[src/hdl/nre_pkg.sv]
// Package for the nuclear repulsion energy block: fixed widths, the stored
// atom word, and the sequencer state type. No dependencies.
package nre_pkg;

    localparam int COORD_W    = 32;
    localparam int CHARGE_W   = 7;
    localparam int ZZ_W       = 2 * CHARGE_W;
    localparam int SQ_W       = 66;
    localparam int ROOT_W     = 34;
    localparam int RAD_W      = 2 * ROOT_W;
    localparam int REM_W      = ROOT_W + 2;
    localparam int SQRT_STEPS = ROOT_W;
    localparam int SQRT_CNT_W = 6;
    localparam int ENERGY_W   = 63;
    localparam int ENERGY_FRAC_BITS = 24;
    localparam logic [ENERGY_W-1:0] ENERGY_MAX = {ENERGY_W{1'b1}};

    typedef struct packed {
        logic [COORD_W-1:0]  x;
        logic [COORD_W-1:0]  y;
        logic [COORD_W-1:0]  z;
        logic [CHARGE_W-1:0] charge;
    } atom_t;

    typedef enum logic [3:0] {
        ST_IDLE,
        ST_START,
        ST_LOAD_A,
        ST_A_CAP,
        ST_LOAD_B,
        ST_SQ_X,
        ST_SQ_Y,
        ST_SQ_Z,
        ST_SQ_SUM,
        ST_CHECK,
        ST_SQRT,
        ST_DIV,
        ST_ACC,
        ST_NEXT,
        ST_FINISH
    } state_t;

endpackage

[src/hdl/nre_div.sv]
// Restoring divider, one quotient bit per cycle.
// Depends on nre_pkg only through the shared import convention.
module nre_div
    import nre_pkg::*;
#(
    parameter int NUM_W = 54,
    parameter int DEN_W = 34
) (
    input  logic             aclk,
    input  logic             aresetn,
    input  logic             start,
    input  logic [NUM_W-1:0] dividend,
    input  logic [DEN_W-1:0] divisor,
    output logic [NUM_W-1:0] quotient,
    output logic             done
);

    localparam int CNT_W = $clog2(NUM_W + 1);

    logic [NUM_W-1:0] q_reg, q_next;
    logic [DEN_W-1:0] rem_reg, rem_next;
    logic [DEN_W-1:0] den_reg, den_next;
    logic [CNT_W-1:0] cnt_reg, cnt_next;
    logic             busy_reg, busy_next;
    logic             done_reg, done_next;
    logic [DEN_W:0]   rem_sh;
    logic             ge;

    assign rem_sh = {rem_reg, q_reg[NUM_W-1]};
    assign ge     = (rem_sh >= {1'b0, den_reg});

    always_comb begin
        q_next    = q_reg;
        rem_next  = rem_reg;
        den_next  = den_reg;
        cnt_next  = cnt_reg;
        busy_next = busy_reg;
        done_next = 1'b0;
        if (start) begin
            q_next    = dividend;
            rem_next  = '0;
            den_next  = divisor;
            cnt_next  = '0;
            busy_next = 1'b1;
        end else if (busy_reg) begin
            rem_next = ge ? DEN_W'(rem_sh - {1'b0, den_reg}) : DEN_W'(rem_sh);
            q_next   = {q_reg[NUM_W-2:0], ge};
            cnt_next = cnt_reg + 1'b1;
            if (cnt_reg == CNT_W'(NUM_W - 1)) begin
                busy_next = 1'b0;
                done_next = 1'b1;
            end
        end
    end

    always_ff @(posedge aclk) begin
        if (!aresetn) begin
            busy_reg <= 1'b0;
            done_reg <= 1'b0;
            cnt_reg  <= '0;
        end else begin
            busy_reg <= busy_next;
            done_reg <= done_next;
            cnt_reg  <= cnt_next;
        end
        q_reg   <= q_next;
        rem_reg <= rem_next;
        den_reg <= den_next;
    end

    assign quotient = q_reg;
    assign done     = done_reg;

endmodule

[config.mk]
export PLATFORM = sky130hd
export DESIGN_NAME = nre_div
export DESIGN_NICKNAME = d
export VERILOG_FILES = /design/src/hdl/nre_pkg.sv /design/src/hdl/nre_div.sv
export SDC_FILE = /design/constraint.sdc
export NUM_CORES = 1
export LEC_CHECK = 0
export ABC_AREA = 0
export BUFFER_PORTS_ARGS = -buffer_cell sky130_fd_sc_hd__buf_4
export CORE_ASPECT_RATIO = 1.25
export CORE_MARGIN = 10
export CORE_UTILIZATION = 56
export CTS_CLUSTER_SIZE = 10
export DETAILED_ROUTE_END_ITERATION = 8
export HOLD_SLACK_MARGIN = 0.1
export PLACE_DENSITY_LB_ADDON = 0.2
export SYNTH_ARGS = -nofsm -noshare
export SYNTH_HDL_FRONTEND = slang
export SYNTH_SLANG_ARGS = --single-unit
[constraint.sdc]
create_clock -name aclk -period 3.85 [get_ports aclk]
set_clock_uncertainty 0.2 [all_clocks]
set_input_delay 0.1925 -clock aclk [delete_from_list [all_inputs] [get_ports aclk]]
set_output_delay 0.1925 -clock aclk [all_outputs]
set_load 0.05 [all_outputs]
* Word-level counts from Yosys, hierarchy flattened *
Index checks and enable logic that the tools add are counted.
Widths: inputs -> output; s select.

word-level totals
  logic and storage cells = 22
  register bits = 130
  input port bits = 91

operators by class
  bitwise logic cells = 2
  $lt $le $gt $ge = 1
  add/subtract/negate cells = 2
  reductions and logical operators = 3
  mux-type cells = 7
  equal/unequal tests = 1

operator list
  cell                 count
  $mux 54              2
  $ge 35x34->1         1
  $mux 34              1
  $sub 34x34->34       1
  $add 6x1->6 const B  1
  $eq 6x6->1 const B   1
  $mux 1               4
  $reduce_or 3->1      1
  $not 1->1            2
  $reduce_bool 2->1    1
  $reduce_or 2->1      1

* Depth between registers and ports, before layout *
  depth in word-level cells = 4
  gate-level depth with buffers = 14
  depth with buffers taken out = 13

* Least setup slack after synthesis *
OpenSTA, ideal clock, no wires.

  kind = flip-flop to flip-flop
  from = register q_reg[53] (netlist: quotient[53])
  to = register rem_reg[32]
  library setup time = 126 ps
  stages on the path, launching flop included = 14
  data required time = 3524 ps
  clock period less this slack = 3343 ps
  data arrival time = 3017 ps
  slack = 507 ps
  cells stage by stage = edfxtp_1 inv_1 ha_1 inv_1 fa_1 a21oi_1 o22ai_1 o211ai_1 nand3_1 a221oi_1 o21bai_1 a21oi_1 xor2_1 o211ai_1

between the ends
  word-level cells in the longest chain between the ends = 2
  elaborated cells between the ends (all ways) = 3
  classes of those cells = 1 x add/sub; 1 x order compare; 1 x mux

ends and longest elaborated chain
  element                                                line                          text
  start: declaration                                     nre_div.sv:20                 logic [NUM_W-1:0] q_reg, q_next;
  start signal: assignment                               nre_div.sv:66                 q_reg <= q_next;
  $sub 34x34->34 / $ge 35x34->1 (equally long branches)  nre_div.sv:46, nre_div.sv:30
  $mux 34 *                                              nre_div.sv:46                 rem_next = ge ? DEN_W'(rem_sh - {1'b0, den_reg}) : DEN_W'(rem_sh);
  end signal: assignment                                 nre_div.sv:67                 rem_reg <= rem_next;
  end: declaration                                       nre_div.sv:21                 logic [DEN_W-1:0] rem_reg, rem_next;

Every way passes the cells marked *; elsewhere a longest branch is shown, timed or not.
A chain may end at the register's enable or synchronous reset.

* Worst setup path after layout *
  from = register den_reg[18]
  to = register rem_reg[3]

between the ends
  word-level cells in the longest chain between the ends = 2

ends and longest elaborated chain
  element                   line           text
  start: declaration        nre_div.sv:22  logic [DEN_W-1:0] den_reg, den_next;
  start signal: assignment  nre_div.sv:68  den_reg <= den_next;
  $ge 35x34->1              nre_div.sv:30  assign ge = (rem_sh >= {1'b0, den_reg});
  $mux 34                   nre_div.sv:46

Every way passes these cells.

==> summary.txt <==
Yosys
  • Net count of the mapped netlist: 783
  • Synthesized area divided by synthesized cell count: 11.0 sq um
  • Register bit total from synthesis: 130
  • Cells after synthesis: 655
  • Fraction of synthesis flops using an asynchronous set or reset pin: 0%
  • Warning count from the yosys run: 0
  • Ys flop type: sky130_fd_sc_hd__edfxtp_1
  • Count of flip-flops with a built-in enable after synthesis: 88
  • Portion of the post-synthesis area used by sequential elements: 48.5%
  • Synth Cell Area: 0.00718 sq mm
  • Distinct cell type count after synthesis: 54

Timing
  • Share of the clock period used by the worst path after layout: 90.6%
  • Final-report hold violation count: 0
  • Setup violators final: 0
  • Setup TNS after final layout: 0 ns
  • Max-slew violation count: 0
  • Slew margin rel.: 33.4%
  • Achievable Freq: 287 MHz
  • Transition time at the pin with the least slew margin: 0.999 ns
  • Setup repair after global routing missed its margin: no
  • Fin crit period: 3.49 ns

Pwr
  • Worst supply voltage drop on vdd: 0.327 mV
  • Power density relative to cell area: 459 mW/mm^2
  • Total power consumption of the routed design: 4.54 mW
  • Leakage Power: 4.36 nW

Worst setup path
  • Largest fanout on the critical path: 14
  • Critical-path cell list: inv_1, ha_1, a21oi_2, o21ai_1, a2111oi_2, or3_1, nand3_2, or2_1, a21oi_4, buf_4, mux2i_1, a211oi_1
  • Element type at the critical path end: flip-flop
  • Critical path required time: 3.90 ns
  • Worst Path Class, Setup: flip-flop to flip-flop
  • Critical Path Max Stage Delay: 0.50 ns
  • Worst setup SP type: flip-flop
  • Critical path data arrival time: 3.54 ns
  • Slowest-stage cell, CP: sky130_fd_sc_hd__a21oi_4

Finish
  • Number of flip-flops under the largest register name: 54
  • Ant. Diodes: 0
  • Layout overhead on the synthesized area: 37.8%
  • Layout net count: 1,017
  • Share of cells above drive strength 1: 27.7%
  • Most frequent cells in the layout: 154 x sky130_fd_sc_hd__buf_4, 89 x sky130_fd_sc_hd__dlygate4sd3_1, 88 x sky130_fd_sc_hd__edfxtp_1
  • Filler cell count in the final layout: 711
  • Post-route insts no fill: 1,070
  • Most common cell after layout, fill and taps aside: sky130_fd_sc_hd__buf_4

Floorplanning
  • Effective utilization at floorplan: 57.0%
  • Area enclosed by the die boundary: 0.0178 sq mm
  • Number of placement rows: 46
  • Placeable core area: 0.0126 sq mm
  • Die height: 147 microns
  • Floorplan die width: 121 microns
  • Count of boundary I/O pins: 146

Global routing
  • Global-route congestion overflow total: 0
  • Antenna violations before repair: 0
  • Combined global-route utilization of all metal layers: 23.8%
  • First-pass GRT wire length: 34.2 mm
  • Number of global-route vias before repair: 6,437
  • Largest net degree at the start of global routing: 84

Min path
  • Hold Path Class: input port to flip-flop

Clock tree
  • CTS tree: built
  • Insertion delay of the later-clocked pin in the worst-skew pair: 0.42 ns
  • TritonCTS Sinks: 130
  • Clock transition at the registers of the reported paths: 0.06 ns
  • Clock tree buffer depth: 2
  • Clock Root Buffer: sky130_fd_sc_hd__clkbuf_16
  • Maximum level of the CTS H-tree: 4
  • Clock buffers created by TritonCTS: 17

Place
  • Final HPWL from detailed placement: 13.3 mm
  • Count of input and output buffers: 145
  • Number of instances in the placed design: 949
  • Routability congestion estimate: 0.898

Drt
  • Vias: 6,106
  • Number of search-and-repair iterations in the first detailed-routing pass: 4
  • Violation count after the first detailed-routing iteration: 431
  • Total length of routed wires: 21.0 mm
  • Routed wire length per instance: 19.6 microns
  • Mean number of vias per cell: 5.71
  • Post-route ant nets: 0
  • Number of remaining DRC errors: 0

Job
  • Max Cap Viol: 0

Run status
  • Run status: completed
==> metrics by stage <==
step           setup slack, ns  hold WS, ns  cell area [sq um]  util, %
2_1_floorplan            0.507       0.0914               7180        -
5_1_grt                 0.0953        0.215               9900     78.5
6_report                 0.360        0.201               9900     78.5
3_3_place_gp             0.380        0.171               8420     66.8
3_5_place_dp             0.300        0.172               8420     66.8
4_1_cts                  0.283        0.190               9890     78.5
==> Yosys cell counts (all sizes together) (2+ instances only) <==
master	count	share of area (%)
edfxtp	88	37
a21oi	38	2.9
a211oi	27	2.8
xnor2	21	2.6
or3	2	0.17
and4	3	0.37
nor3	6	0.42
ha	36	6.3
nor2b	9	0.78
nand4	13	1.1
clkbuf	22	1.1
a21o	17	1.8
a31oi	5	0.44
a32oi	2	0.24
and2	3	0.28
buf	7	1.1
o21a	4	0.42
or2	2	0.17
o21ai	29	2.0
o211ai	4	0.42
nand2b	4	0.35
nand2	32	1.7
mux2	54	8.5
nor2	46	2.4
o21bai	6	0.63
dfxtp	42	12
o22ai	4	0.35
inv	49	2.6
mux2i	31	4.3
nand3	16	1.2
xor2	15	1.8
and3	4	0.35
a2111oi	3	0.45
a211o	2	0.24
==> final cells by class <==
class                   instances  area, sq um  area share, %
multi-input cells             447         3370           34.0
clock inverters                15          160           1.62
clock buffers                  17          425           4.30
flip-flops and latches        130         3480           35.2
repair buffers                244         2070           20.9
inverters                      49          184           1.86
well taps                     168          210           2.12
==> layer usage <==
metal | up-vias | part of all wire, % | global-route usage, %
met5 | - | 0 | 0
met4 | 0 | 1.6 | 7.47
met3 | 32 | 8.1 | 7.68
met2 | 258 | 51 | 40.5
met1 | 2945 | 39 | 27.6
li1 | 2871 | - | -
==> timing repair <==
item | CTS | global route
setup endpoints to repair | 0 | 1
endpoints found under the hold margin | 96 | 0
hold buffers | 89 | 0
resized for setup | 0 | 1
buffers inserted | 0 | 0
==> where the power goes <==
part           switching (mW)  internal, mW  total (mW)
Clock                   0.662         0.958        1.62
Combinational           0.701         0.503        1.20
Sequential             0.0820          1.64        1.72
==> critical path: cells and delay by family (launching register included) <==
kind,cells,cell delay [ns]
DFF,1,0.37
AOI/OAI and AO/OA,5,1.27
adders and majority gates,1,0.29
and+or+nand+nor,3,0.61
buffers and inverters,2,0.35
muxes,1,0.22
==> logic make-up (layout without fill, tap and decap cells) <==
group / after synthesis / in the layout / share of synthesized area [%]
flops: 130 / 130 / 48.5
compound gates: 146 / 146 / 13.4
fa+ha+maj: 37 / 37 / 6.55
buf+inv: 78 / 325 / 4.81
xor+xnor: 36 / 36 / 4.39
mux: 85 / 85 / 12.8
simple gates: 143 / 143 / 9.60
==> worst paths after layout <==
check	startpoint	end	slack, ns	depth (start not counted)
worst max-delay path	den_reg[18]	rem_reg[3]	0.36	12
worst min register to register	rem_reg[30]	rem_reg[30]	0.28	2
worst min-delay path	start	quotient[12]	0.20	2
worst max register to register	den_reg[18]	rem_reg[3]	0.36	12
No activity file was read; power rests on OpenSTA's default activity.
