[src/hdl/nre_pkg.sv]
// Package for the nuclear repulsion energy block: fixed widths, the stored
// atom word, and the sequencer state type. No dependencies.
package nre_pkg;

    localparam int COORD_W    = 32;
    localparam int CHARGE_W   = 7;
    localparam int ZZ_W       = 2 * CHARGE_W;
    localparam int SQ_W       = 66;
    localparam int ROOT_W     = 34;
    localparam int RAD_W      = 2 * ROOT_W;
    localparam int REM_W      = ROOT_W + 2;
    localparam int SQRT_STEPS = ROOT_W;
    localparam int SQRT_CNT_W = 6;
    localparam int ENERGY_W   = 63;
    localparam int ENERGY_FRAC_BITS = 24;
    localparam logic [ENERGY_W-1:0] ENERGY_MAX = {ENERGY_W{1'b1}};

    typedef struct packed {
        logic [COORD_W-1:0]  x;
        logic [COORD_W-1:0]  y;
        logic [COORD_W-1:0]  z;
        logic [CHARGE_W-1:0] charge;
    } atom_t;

    typedef enum logic [3:0] {
        ST_IDLE,
        ST_START,
        ST_LOAD_A,
        ST_A_CAP,
        ST_LOAD_B,
        ST_SQ_X,
        ST_SQ_Y,
        ST_SQ_Z,
        ST_SQ_SUM,
        ST_CHECK,
        ST_SQRT,
        ST_DIV,
        ST_ACC,
        ST_NEXT,
        ST_FINISH
    } state_t;

endpackage

[src/hdl/nre_isqrt.sv]
// Digit-by-digit integer square root, one result bit per cycle.
// Depends on nre_pkg for widths.
module nre_isqrt
    import nre_pkg::*;
(
    input  logic              aclk,
    input  logic              aresetn,
    input  logic              start,
    input  logic [SQ_W-1:0]   radicand,
    output logic [ROOT_W-1:0] root,
    output logic              done
);

    logic [RAD_W-1:0]      rad_reg, rad_next;
    logic [REM_W-1:0]      rem_reg, rem_next;
    logic [ROOT_W-1:0]     root_reg, root_next;
    logic [SQRT_CNT_W-1:0] cnt_reg, cnt_next;
    logic                  busy_reg, busy_next;
    logic                  done_reg, done_next;
    logic [REM_W+1:0]      rem_sh;
    logic [REM_W+1:0]      trial;
    logic                  ge;

    assign rem_sh = {rem_reg, rad_reg[RAD_W-1 -: 2]};
    assign trial  = {2'b00, root_reg, 2'b01};
    assign ge     = (rem_sh >= trial);

    always_comb begin
        rad_next  = rad_reg;
        rem_next  = rem_reg;
        root_next = root_reg;
        cnt_next  = cnt_reg;
        busy_next = busy_reg;
        done_next = 1'b0;
        if (start) begin
            rad_next  = {{(RAD_W-SQ_W){1'b0}}, radicand};
            rem_next  = '0;
            root_next = '0;
            cnt_next  = '0;
            busy_next = 1'b1;
        end else if (busy_reg) begin
            rad_next  = {rad_reg[RAD_W-3:0], 2'b00};
            rem_next  = ge ? REM_W'(rem_sh - trial) : REM_W'(rem_sh);
            root_next = {root_reg[ROOT_W-2:0], ge};
            cnt_next  = cnt_reg + 1'b1;
            if (cnt_reg == SQRT_CNT_W'(SQRT_STEPS - 1)) begin
                busy_next = 1'b0;
                done_next = 1'b1;
            end
        end
    end

    always_ff @(posedge aclk) begin
        if (!aresetn) begin
            busy_reg <= 1'b0;
            done_reg <= 1'b0;
            cnt_reg  <= '0;
        end else begin
            busy_reg <= busy_next;
            done_reg <= done_next;
            cnt_reg  <= cnt_next;
        end
        rad_reg  <= rad_next;
        rem_reg  <= rem_next;
        root_reg <= root_next;
    end

    assign root = root_reg;
    assign done = done_reg;

endmodule

[config.mk]
export PLATFORM = sky130hd
export DESIGN_NAME = nre_isqrt
export DESIGN_NICKNAME = d
export VERILOG_FILES = /design/src/hdl/nre_pkg.sv /design/src/hdl/nre_isqrt.sv
export SDC_FILE = /design/constraint.sdc
export NUM_CORES = 1
export LEC_CHECK = 0
export BUFFER_PORTS_ARGS = -buffer_cell sky130_fd_sc_hd__buf_4
export CAP_MARGIN = 20
export CORE_MARGIN = 2
export CORE_UTILIZATION = 45
export CTS_CLUSTER_SIZE = 10
export DETAILED_ROUTE_END_ITERATION = 10
export PLACE_DENSITY_LB_ADDON = 0.25
export SLEW_MARGIN = 5
export SYNTH_ARGS = -nofsm -noshare
export SYNTH_HDL_FRONTEND = slang
export SYNTH_SLANG_ARGS = --single-unit
[constraint.sdc]
create_clock -name aclk -period 3.2 [get_ports aclk]
set_input_delay 0.64 -clock aclk [delete_from_list [all_inputs] [get_ports aclk]]
set_output_delay 0.64 -clock aclk [all_outputs]
set_load 0.005 [all_outputs]
# Yosys cells after proc, flatten, opt, wreduce, memory -nomap -nowiden
# Cells that the tools add are included.
# totals
output_inout_bits	35
elab_cells	23
in_bits	69
register_bits	146
# classes
magnitude_cmp	1
n_mux	7
n_eq_ne	1
add_sub_neg	2
bitwise	2
n_reduce_logical	3
# ops
operator	n
66-bit 2-to-1 mux	2
38-bit by 36-bit greater-or-equal comparator with 1-bit output	1
36-bit 2-to-1 mux	1
36-bit subtractor	1
6-bit by 1-bit adder with 6-bit output, second input constant	1
6-bit equality test, second input constant	1
1-bit 2-to-1 mux	4
3-bit OR reduction	1
1-bit NOT	2
2-bit nonzero test	1
2-bit OR reduction	1

# Depth between registers and ports, before layout
# Gate-level depths: netlist of the first run.
# logic_depth
ltp_word	4
mapped_depth	13
mapped_depth_nobuf	11

# Least setup slack after synthesis of the first run
# No wires, ideal clock.
# synth_timing
path_kind	reg2reg
start	register root_reg[21] (netlist: root[21])
end	register rem_reg[18]
required_time_ps	3068
period_less_slack_ps	2817
setup_ps	132
path_slack_ps	383
stages_incl_launch_ff	14
t_arrival_ps	2685
cell_sequence	dfxtp_1 inv_1 ha_1 buf_2 a21oi_1 o21ai_0 a221o_1 a221oi_2 o41ai_4 o21a_1 buf_4 or3_1 o31ai_1 nor3_1
# synth_via
elab_chain_len	2
# synth_lines
item	line	text
start, declared	nre_isqrt.sv:16	logic [ROOT_W-1:0] root_reg, root_next;
start signal, assigned	nre_isqrt.sv:65	root_reg <= root_next;
38-bit by 36-bit greater-or-equal comparator with 1-bit output	nre_isqrt.sv:26	assign ge = (rem_sh >= trial);
36-bit 2-to-1 mux	nre_isqrt.sv:43	rem_next = ge ? REM_W'(rem_sh - trial) : REM_W'(rem_sh);
end signal, assigned	nre_isqrt.sv:64	rem_reg <= rem_next;
end, declared	nre_isqrt.sv:15	logic [REM_W-1:0] rem_reg, rem_next;
# Every way passes these cells.
# A chain may end at the register's enable or synchronous reset.

# Worst setup path after layout of the first run
# layout_timing
start	register root_reg[5] (netlist: root[5])
end	register rem_reg[32]
# layout_via
elab_chain_len	2
elab_cells_between_ends	3
classes_between	add/sub (1); order compare (1); mux (1)
# layout_lines
item	line
36-bit subtractor / 38-bit by 36-bit greater-or-equal comparator with 1-bit output (equally long branches)	nre_isqrt.sv:43, nre_isqrt.sv:26
36-bit 2-to-1 mux *	nre_isqrt.sv:43
# Every way passes the cells marked *; elsewhere a longest branch is shown, timed or not.

==> metrics list, run 1 <==
- For the worst setup path, the data arrival time is 3340 ps.
- # diodes: 0
* Fin. max-slew vios: 0
- Die Span Y: 137.4 um
- Largest register FFs: 68
- Count of hold-fix buffers inserted at cts: 0
- For this run, the number of Yosys warnings is 0.
- Setup CP Type: reg2reg
- Setup violations remaining at the end of the flow were counted as 0.
- Average footprint of a synthesized cell: 9.818 um^2
- Buffer type at the clock tree root: clkbuf_16
- Post-route setup TNS: 0 ps
* Routed len/inst: 14.84 um
* All-Layer GR Usage: 19.16%
- Share of synthesized registers carrying an async set or reset: 0%
- The worst hold path belongs to the class in2reg.
- The first global-routing pass estimated 28.65 mm of wire.
- Clock latency reported for the late side of the worst-skew pair: 430 ps
* Fmax: 0.3316 GHz
- The H-tree was split into 4 levels.
* I/O pin cnt: 104
- For this configuration, the core starts out at a cell density of 46.16%.
* Smallest hold slack: 437.2 ps
- Excluding fillers, the count of instances in the completed layout stands at 1,156.
- Setup repair after global routing could not meet its margin everywhere.
- TritonCTS built the clock tree.
- Summed over all layers, the global routing overflow is 0.
* Post-detailed-route DRC marker count: 0
* Largest fanout on the critical path: 24
* Count of standard-cell rows: 48
* Post-DP HPWL: 11.96 mm
- The die covers 18,890 um^2.
- Instance count of the mapped netlist: 816
- In this run the static leakage power is 3.936 nW.
- Number of storage elements in the synthesis netlist: 146
* Via count of the first global-routing pass: 6,055
- Counting flops with a built-in enable in the synthesized netlist gives 66.
* Die boundary width: 137.4 um
* Num CTS Buffers: 17
- The initial antenna violation count came to 0.
* Top_reg_cell synth: dfxtp_1
* Required time at the worst-slack endpoint: 3530 ps
* Transition time at the pin with the least slew margin: 651.1 ps
- The synthesized netlist occupies a cell area of 8011 um^2.
- Summed over all layers, the routed wires come to 17.16 mm.
- Number of nets in the layout: 1,025
- The netlist uses 56 different library cells.
- In this run the deepest clock path goes through 2 buffers.
- Reg clk slew, reported paths: 60 ps
* Post-route standard cell area excluding fillers: 9694 um^2
- The pre-antenna-repair detailed-routing pass consisted of 5 iterations.
- Maximum number of pins on one net before global-route repair: 81
- Port bufs: 103
* Area grow syn2layout: 21.01%
* Placed insts: 1,124
* Crit path launch type: register
- Routed via count: 6,163
- Clock period minus worst slack: 3016 ps
- Measured against its own limit, the worst slew margin works out to 56.60%.
- Portion of the post-synthesis area used by sequential elements: 44.73%
- Clock tree skew after final layout: 15.09 ps
- Sink Count: 146
- Most frequent standard cell in the layout excluding fill and tap cells: buf_4
* Fraction of final layout cells sized beyond drive strength 1: 25.99%
- The final hold violation count came to 0.
- In this run the power density over the cells is 661.0 nW/um^2.
- STA classifies the critical path endpoint as a register.
- Synthesis produced a netlist with a net count of 923.
- In this run, the number of DRC markers left after iteration 0 of detailed routing was 330.
* Final core area utilization: 55.85%
* Post-detailed-route via-to-cell ratio: 5.331
- Result of the run: completed
- Final period util: 94.25%
- Once placement finished, the instance area stood at 9120 um^2.
* Highest ir drop seen on vdd: 0.4953 mV
- Global placement routability congestion: 0.8605
* Reported max-cap violation count: 0
* Residual antenna-violating net count after detailed routing: 0
- In the layout the commonest cells are 128 x buf_4, 115 x nor2_1, 79 x dfxtp_1.
- CORE AREA: 17,360 um^2
* Fill cell instance count of the final layout: 1,560
==> worst max-delay path: stages, from the launching register on <==
cell      delay (ps)
dfxtp_1          330
inv_1             50
ha_1             390
nand3_2          140
or3_4            420
a31oi_4          180
o31ai_2          120
o41ai_4          320
o21ai_2          150
buf_12           180
or3_1            370
a311oi_1         280
==> metal layers <==
layer / vias up / track usage, % / part of all wire, %
met5: - / 0 / 0
met4: 0 / 5.613 / 1.1
met3: 15 / 6.770 / 6.5
met2: 126 / 31.23 / 46
met1: 2889 / 23.96 / 46
li1: 3133 / - / -
==> report_power, final <==
part | internal, mW | total, mW | switching [mW]
clock | 1.09 | 1.94 | 0.850
sequential | 2.14 | 2.23 | 0.0910
combinational | 1.01 | 2.23 | 1.23
total | 4.24 | 6.41 | 2.17
==> Yosys cell counts (2+ instances only) <==
master | number | area share (%)
nand3b_1 | 2 | 0.19
o211ai_1 | 5 | 0.47
o21ai_0 | 26 | 1.6
o211a_1 | 3 | 0.37
o21bai_1 | 3 | 0.28
or2_2 | 3 | 0.23
buf_2 | 5 | 0.31
nand2b_1 | 6 | 0.47
a31oi_1 | 4 | 0.31
a311oi_1 | 8 | 0.87
or3_1 | 6 | 0.47
a21o_1 | 3 | 0.28
clkbuf_1 | 31 | 1.5
a211oi_1 | 25 | 2.3
dfxtp_1 | 80 | 20
o21a_1 | 2 | 0.19
mux2_2 | 64 | 9.0
nor2_1 | 115 | 5.4
nor2b_1 | 5 | 0.39
nor4_1 | 3 | 0.23
edfxtp_1 | 66 | 25
xor2_1 | 15 | 1.6
nand4_1 | 13 | 1.0
o31ai_1 | 5 | 0.47
and2_1 | 5 | 0.39
nand3_1 | 14 | 0.87
mux2i_1 | 44 | 5.5
ha_1 | 38 | 5.9
inv_1 | 45 | 2.1
and3_1 | 3 | 0.23
a21oi_1 | 55 | 3.4
buf_1 | 10 | 0.47
nor3_1 | 15 | 0.94
xnor2_1 | 18 | 2.0
nand2_1 | 49 | 2.3
a21boi_0 | 2 | 0.19
==> area by class of cell <==
type | count | area (um^2) | area share (%)
tap | 225 | 281.5 | 2.904
clock buffer | 17 | 425.4 | 4.388
sequential | 146 | 3587 | 37.00
inverter | 45 | 168.9 | 1.742
timing repair buffer | 131 | 1021 | 10.53
multi-input combinational | 577 | 4063 | 41.91
clock inverter | 15 | 147.6 | 1.523
==> cells by family after synthesis <==
| kind of cell | synth area share, % |
|---|---|
| compound gates | 13.17 |
| xor+xnor | 3.608 |
| fa+ha+maj | 5.935 |
| buf+inv | 4.576 |
| flops | 44.73 |
| mux | 14.49 |
| simple gates | 13.49 |
==> metrics by stage <==
stage / power [mW] / setup slack, ps
floorplan: 3.922 / 382.9
global placement: 4.482 / 165.2
detailed placement: 4.490 / 46.57
CTS: 6.470 / 31.76
global route: 6.832 / -4.687
finish: 6.408 / 184.2
==> final timing paths <==
check | start | end | slack, ps | cells past startpoint
min | aresetn | busy_reg | 440 | 2
max reg2reg | root[5] | rem_reg[32] | 180 | 11
max | root[5] | rem_reg[32] | 180 | 11
min reg2reg | rad_reg[65] | rad_reg[67] | 490 | 2
==> what timing repair did <==
action                                 4_1_cts  5_1_grt
resized for setup                            0        2
setup buffers                                0        0
endpoints found under the hold margin        0        0
setup endpoints to repair                    0       12
(Power assumes the default switching activity.)
==> run 2, diff against run 1 <==
- ABC_CLOCK_PERIOD_IN_PS: not set -> 3900
- MAX_ROUTING_LAYER: not set -> met4
- clock period: 3.2 -> 3.9 ns (I/O delays scaled with it)
==> run 2 against run 1 <==
  * Die area unchanged
  * Maximum frequency down 8.8%
  * Register-to-register slack better by 410 ps
  * Combinational power down 22%
  * Wire length down 2.0%
  * Sequential share of layout area up 0.42 points
  * Final area down 1.1%
  * Clock power down 9%
  * Critical path type unchanged
  * Largest cell class unchanged
==> metrics list, run 2 (same netlist as run 1, synthesis figures left out) <==
- Result of the run: completed (unchanged).
- The critical-path maximum fanout is 28 (was 24).
- Port bufs: 103 (unchanged)
- Routed via count: 6,062 (was 6,163)
- Area grow syn2layout: 19.66% (was 21.01%)
- The maximum root-to-sink buffer count came to 2 (unchanged).
- Family with the most delay on the worst path: compound AO/OA/AOI/OAI gates (unchanged)
- The final estimated routing congestion in global placement came to 0.8937 (was 0.8605).
* Max H-tree Level: 4 (unchanged)
- The final wirelength came to 16.81 mm (was 17.16 mm).
* Die Span Y: 137.4 um (unchanged)
* Floorplan die area: 18,890 um^2 (unchanged)
- Num CTS Buffers: 17 (unchanged)
- The detailed router's first-iteration violation count was 382 (was 330).
- Post-detailed-route via-to-cell ratio: 5.341 (was 5.331)
- The final routed DRC violation total came to 0 (unchanged).
- The endpoint kind of the worst setup timing path was a register (unchanged).
- The critical path buffer and inverter count is 2 (unchanged).
* Final period util: 84.79% (was 94.25%)
- The met1 demand-to-capacity share in global routing is 25.40% (was 23.96%).
* All-Layer GR Usage: 19.19% (was 19.16%)
* Fin. max-slew vios: 0 (unchanged)
- The die boundary width is 137.4 um (unchanged).
- Sink Count: 146 (unchanged)
* Power density over cell area: 557.1 nW/um^2 (was 661.0 nW/um^2)
- Required time at the worst-slack endpoint: 4230 ps (was 3530 ps)
- Final setup viols: 0 (unchanged)
* Worst slack at placement: 663.2 ps (was 46.57 ps)
- Endpoints failing hold: 0 (unchanged)
- The fraction of final layout cells with drive strength greater than 1 came to 24.29% (was 25.99%).
* Leakage: 3.861 nW (was 3.936 nW)
- Number of nets in the layout: 1,004 (was 1,025)
- The endpoint with the worst hold slack was rem_reg[34] (was busy_reg).
- The worst slew margin relative to its limit came to 53.45% (was 56.60%).
- Setup CP Type: reg2reg (unchanged)
* Count of standard-cell rows: 48 (unchanged)
- The setup slack of the critical path after layout is 593.4 ps (was 184.2 ps).
- The worst setup slack for register-to-register paths came to 590 ps (was 180 ps).
- Most frequent standard cell in the layout excluding fill and tap cells: nor2_1 (was buf_4)
* Count of hold-fix buffers inserted at cts: 0 (unchanged)
- FF-to-FF path depth: 11 (unchanged)
* Initial Utilization: 46.16% (unchanged)
- Most used routing layer in global routing: met2 (unchanged)
- Clock latency reported for the late side of the worst-skew pair: 430 ps (about the same)
- Leading cell types in the layout, fill and taps excluded: 115 x nor2_1, 108 x buf_4, 79 x dfxtp_1 (was 128 x buf_4, 115 x nor2_1, 79 x dfxtp_1)
- The cell at the root of the clock tree is clkbuf_16 (unchanged).
* GR Util met2: 28.55% (was 31.23%)
- Total congestion overflow: 0 (unchanged)
- The class of the tightest hold or removal check was reg2reg (was in2reg).
- Setup repair bufs after CTS: 0 (unchanged)
- The worst setup skew after layout was 9.526 ps (was 15.09 ps).
* Post-DP HPWL: 11.31 mm (was 11.96 mm)
- Worst hold path startpoint: rem_reg[34] (was aresetn)
* Routed len/inst: 14.81 um (was 14.84 um)
- The kind of launch point of the worst setup path is a register (unchanged).
- The layout filler cell count came to 1,540 (was 1,560).
- Worst-path cell chain: inv_1 > ha_1 > nand3_2 > or3_4 > a31oi_4 > o31ai_2 > o41ai_4 > o21ai_2 > buf_4 > or3_1 > a311oi_1 (was inv_1 > ha_1 > nand3_2 > or3_4 > a31oi_4 > o31ai_2 > o41ai_4 > o21ai_2 > buf_12 > or3_1 > a311oi_1).
- The cell with the largest stage delay on the worst path was or3_1 (was or3_4).
* # diodes: 0 (unchanged)
* Capturing point of the worst reg2reg path: rem_reg[32] (unchanged)
- Reported max-cap violation count: 0 (unchanged)
- Via count of the first global-routing pass: 5,816 (was 6,055)
- Number of antenna violations at the first check in global routing: 0 (unchanged)
* Unrepaired setup endpoints after global routing: no (was yes)
* Reg clk slew, reported paths: 70 ps (was 60 ps)
- The largest voltage drop on the vdd net was 0.3984 mV (was 0.4953 mV).
- Maximum number of pins on one net before global-route repair: 141 (was 81)
- CTS tree: built (unchanged)
- Worst R2R Start: root[7] (was root[5])
- CORE AREA: 17,360 um^2 (unchanged)
* Wire length of the first global-routing pass: 28.08 mm (was 28.65 mm)
- The highest clock rate came to 0.3024 GHz (was 0.3316 GHz).
* Cell depth of the worst hold path: 2 (unchanged)
- I/O pin cnt: 104 (unchanged)
- The number of search-and-repair iterations in the first detailed-routing pass is 6 (was 5).
- Residual antenna-violating net count after detailed routing: 0 (unchanged)
- The data arrival time of the critical path was 3640 ps (was 3340 ps).
- The transition time at the pin with the least slew margin was 698.3 ps (was 651.1 ps).
* Post-route setup TNS: 0 ps (unchanged)
- Cells resized by post-CTS repair: 0 (unchanged)
- The met3 demand-to-capacity share in global routing came to 5.740% (was 6.770%).
* Delay contributed by the slowest stage of the critical path: 430 ps (was 420 ps)
- The number of flip-flops under the largest register name was 68 (unchanged).
- The clock period minus final worst setup slack came to 3307 ps (was 3016 ps).
## run 2: cell types whose count changed in the layout (fill, tap and decap cells not counted), sizes merged
cell    before  now
bufinv       1    3
clkinv       6    2
inv         52   54
buf        131  110
## run 2: worst max-delay path by stage
| stage | start | end | slack (ps) | cells past startpoint |
|---|---|---|---|---|
| CTS | root[7] | rem_reg[32] | 610 | 11 |
| finish | root[7] | rem_reg[32] | 590 | 11 |
| global placement | root[7] | rem_reg[32] | 730 | 11 |
| detailed placement | root[2] | rem_reg[29] | 660 | 11 |
| floorplan | root[21] | rem_reg[18] | 1080 | 13 |
| global route | root[2] | rem_reg[29] | 280 | 11 |
## run 2: layout make-up
type,instances,area [um^2],share of cell area [%]
clock inverters,15,211.5,2.206
inverters,45,168.9,1.762
flip-flops and latches,146,3587,37.42
repair buffers,110,850.8,8.875
well taps,225,281.5,2.937
clock buffers,17,425.4,4.437
multi-input cells,577,4061,42.36
## run 2: layer usage
layer | vias to the layer above | wire length (um)
met2 | 121 | 7619
met1 | 2852 | 8227
met3 | 13 | 834
met4 | 0 | 130
met5 | - | 0
li1 | 3076 | -
## run 2: metrics by stage
step	instance area, um^2	utilization, %	std cells	total power, mW	hold slack (ps)
3_3_place_gp	8950	51.56	1103	3.589	463.2
6_report	9587	55.23	1135	5.341	477.7
5_1_grt	9587	55.23	1135	5.674	493.0
3_5_place_dp	8950	51.56	1103	3.596	466.2
4_1_cts	9587	55.23	1135	5.385	478.6
2_1_floorplan	8011	-	816	3.218	451.7
## run 2: worst reg2reg max path, cell delays in order (launching register included)
cell      delay (ps)
dfxtp_1          380
inv_1             70
ha_1             400
nand3_2          150
or3_4            420
a31oi_4          180
o31ai_2          150
o41ai_4          380
o21ai_2          120
buf_4            240
or3_1            430
a311oi_1         300
## run 2: power breakdown
| group | leakage, nW | internal (mW) | total [mW] | switching [mW] |
|---|---|---|---|---|
| clock network | 0.310 | 1.04 | 1.77 | 0.728 |
| registers | 1.32 | 1.76 | 1.84 | 0.0862 |
| logic | 2.23 | 0.752 | 1.73 | 0.977 |
| total | 3.86 | 3.55 | 5.34 | 1.79 |
==> run 3, diff against run 2 <==
- ABC_CLOCK_PERIOD_IN_PS: 3900 -> 2650
- clock period: 3.9 -> 2.65 ns (I/O delays scaled with it)
==> run 3 against run 2 <==
  * The flow now finishes with violations (setup timing)
  * Non-clock buffer count grew 146
  * Utilization grew 11 points
  * Via count up 11%
  * Clock skew up 3.7 ps
  * Sequential share of layout area is 6.0 points lower
  * Final area is 20% higher
  * First-iteration DRC count rose by 0.26%
  * Maximum frequency up 22%
  * Clock power up 42%
  * Global-route usage increased by 2.4 points
  * Flip-flop and latch count is the same
  * Hold slack got worse by 130 ps
  * Critical path type unchanged
  * Critical endpoint is now rem_reg[18]
  * Highest routed layer unchanged
==> metrics list, run 3 (same netlist as run 1, synthesis figures left out) <==
* Result of the run: complete, but fails checks (was completed)
- The final reports fail on setup timing.
- Post-DP HPWL: 13.56 mm (was 11.31 mm)
* Area grow syn2layout: 43.32% (was 19.66%)
- CTS tree: built (unchanged)
- The detailed router's first-iteration violation count came to 383 (was 382).
- Worst-path cell chain: inv_1 > ha_4 > and3_1 > a221o_1 > a221oi_4 > o41ai_4 > o21a_2 > buf_12 > or3_1 > o31ai_1 > nor3_1 (was inv_1 > ha_1 > nand3_2 > or3_4 > a31oi_4 > o31ai_2 > o41ai_4 > o21ai_2 > buf_4 > or3_1 > a311oi_1)
- The pin count of the biggest net entering global routing is 52 (was 141).
- I/O pin cnt: 104 (unchanged)
* Buffer type at the clock tree root: clkbuf_16 (unchanged)
* Post-route setup TNS: -306.5 ps (was 0 ps)
* Post-detailed-route DRC marker count: 0 (unchanged)
- Sink Count: 146 (unchanged)
- Setup CP Type: reg2reg (unchanged)
- Register-to-Register Setup Slack: -60 ps (was 590 ps)
- The areal power density over the cells was 830.4 nW/um^2 (was 557.1 nW/um^2).
- The clock period minus final worst setup slack was 2710 ps (was 3307 ps).
* Post-route standard cell area excluding fillers: 11,480 um^2 (was 9587 um^2)
- The vertical die dimension came to 137.4 um (unchanged).
- Cell with the biggest individual delay on the critical path: a221o_1 (was or3_1)
- The clock power share is 26.3% (was 33.1%).
* Total congestion overflow: 0 (unchanged)
- All-Layer GR Usage: 21.56% (was 19.19%)
- # diodes: 0 (unchanged)
* Global placement routability congestion: 0.8967 (was 0.8937)
* Most frequent standard cell in the layout excluding fill and tap cells: buf_4 (was nor2_1)
- The final hold violation count came to 0 (unchanged).
- The initial cell density of the core is 46.16% (unchanged).
- Count of hold-fix buffers inserted at cts: 0 (unchanged)
* Cell depth of the worst hold path: 2 (unchanged)
- The setup slack of the critical path after layout came to -59.53 ps (was 593.4 ps).
- The clock latency on the worst-skew pair came to 430 ps (about the same).
- The delay of the slowest critical-path stage is 360 ps (was 430 ps).
- The floorplan die area is 18,890 um^2 (unchanged).
- FF-to-FF path depth: 11 (unchanged)
- Count of buffering cells on the critical path with inverters included: 2 (unchanged)
- Routed len/inst: 15.71 um (was 14.81 um)
* Reg clk slew, reported paths: 70 ps (about the same)
- Via count of the first global-routing pass: 6,699 (was 5,816)
- Clock tree skew after final layout: 13.22 ps (was 9.526 ps)
- The largest voltage drop on the vdd net came to 0.5477 mV (was 0.3984 mV).
- Cell internal power dissipation: 6.210 mW (was 3.548 mW)
* Sequential share of power: 28.5% (was 34.5%)
- Worst hold path startpoint: aresetn (was rem_reg[34])
* Largest fanout on the critical path: 8 (was 28)
- The endpoint with the worst hold slack is busy_reg (was rem_reg[34]).
- Total routed wirelength: 20.13 mm (was 16.81 mm)
* Worst hold path class: in2reg (was reg2reg)
* CORE AREA: 17,360 um^2 (unchanged)
* Post-detailed-route via-to-cell ratio: 5.272 (was 5.341)
- Area of placed instances: 10,110 um^2 (was 8950 um^2)
* Count of standard-cell rows: 48 (unchanged)
- The leakage power was 4.721 nW (was 3.861 nW).
- Required time at the worst-slack endpoint: 2940 ps (was 4230 ps)
- The endpoint kind of the worst setup timing path is a register (unchanged).
- Data arrival time of the worst path: 3000 ps (was 3640 ps)
- The reported net switching power came to 3.325 mW (was 1.792 mW).
* Transition time at the pin with the least slew margin: 626.7 ps (was 698.3 ps)
- The family with the most delay on the worst path is compound AO/OA/AOI/OAI gates (unchanged).
* Residual antenna-violating net count after detailed routing: 0 (unchanged)
- The number of flip-flops under the largest register name came to 68 (unchanged).
- Final period util: 102.2% (was 84.79%)
- The CTS H-tree depth is 4 (unchanged).
- The number of buffers added by the clock tree synthesis step was 17 (unchanged).
- The worst slew margin relative to its limit was 58.22% (was 53.45%).
* Iteration count of the initial detailed-routing pass: 5 (was 6)
- Leading cell types in the layout, fill and taps excluded: 234 x buf_4, 106 x nor2_1, 66 x edfxtp_1 (was 115 x nor2_1, 108 x buf_4, 79 x dfxtp_1)
- The fraction of power spent switching nets came to 34.87% (was 33.56%).
- The destination of the worst register-to-register timing path is rem_reg[18] (was rem_reg[32]).
- The launch point of the worst reg-to-reg path is root[24] (was root[7]).
* Fin. max-slew vios: 0 (unchanged)
* Wire length of the first global-routing pass: 31.20 mm (was 28.08 mm)
- The power share of the combinational group is 45.2% (was 32.4%).
- Fraction of final layout cells sized beyond drive strength 1: 45.83% (was 24.29%)
- Die boundary width: 137.4 um (unchanged)
- Bufs on Longest Clock Path: 2 (unchanged)
- The highest clock rate was 0.3691 GHz (was 0.3024 GHz).
* Crit path launch type: register (unchanged)
* Port bufs: 103 (unchanged)
- The vias after detailed routing was 6,754 (was 6,062).
- Final setup viols: 13 (was 0)
* Number of antenna violations at the first check in global routing: 0 (unchanged)
* Number of nets in the layout: 1,150 (was 1,004)
* Unrepaired setup endpoints after global routing: yes (was no)
- Reported max-cap violation count: 0 (unchanged)
-- run 3: timing repair --
| item | CTS | global route |
|---|---|---|
| resized for setup | 22 | 113 |
| setup buffers | 6 | 7 |
| cloned | 0 | 2 |
| pin swaps | 17 | 43 |
| endpoints found under the setup margin | 33 | 37 |
-- run 3: cell type report --
cell class | count | area [um^2]
clock inverters | 15 | 181.4
multi-input cells | 577 | 4746
repair buffers | 256 | 2067
inverters | 45 | 168.9
well taps | 225 | 281.5
flip-flops and latches | 146 | 3612
clock buffers | 17 | 425.4
fillers | 1321 | 5874
-- run 3: power groups by stage --
| stage | registers, mW | logic (mW) | clock network, mW |
|---|---|---|---|
| after global placement | 2.74 | 3.28 | 0 |
| after CTS | 2.70 | 3.46 | 2.57 |
| after floorplan | 2.71 | 2.12 | 0 |
| after global routing | 2.74 | 4.63 | 2.65 |
| after detailed placement | 2.74 | 3.30 | 0 |
| final | 2.72 | 4.31 | 2.51 |
-- run 3: through the flow --
stage                     hold slack, ps  power (mW)  util [%]  cells  worst slack (ps)
final                              345.1       9.535     66.15   1281            -59.53
after global routing               347.5       10.02     66.15   1281            -188.8
after CTS                          334.4       8.723     62.59   1273            -89.68
after detailed placement           476.9       6.042     58.26   1235            -152.9
after global placement             463.3       6.015     58.26   1235            -73.46
after floorplan                    451.7       4.831         -    816            -18.39
-- run 3: worst max-delay path by stage --
| stage | startpoint | endpoint | slack, ps | cells after the start |
|---|---|---|---|---|
| floorplan | root[21] | rem_reg[18] | -20 | 13 |
| global placement | root[4] | rem_reg[1] | -70 | 12 |
| detailed placement | root[23] | rem_reg[18] | -150 | 12 |
| CTS | root[21] | rem_reg[18] | -90 | 12 |
| global route | root[9] | rem_reg[29] | -190 | 15 |
| finish | root[24] | rem_reg[18] | -60 | 11 |
-- run 3: metal layers --
layer / vias up / GRT usage (%) / share of wire (%)
met5: - / - / 0
met4: 0 / 7.159 / 1.4
met3: 28 / 5.703 / 4.8
met2: 153 / 34.16 / 48
met1: 3199 / 26.83 / 46
li1: 3374 / - / -
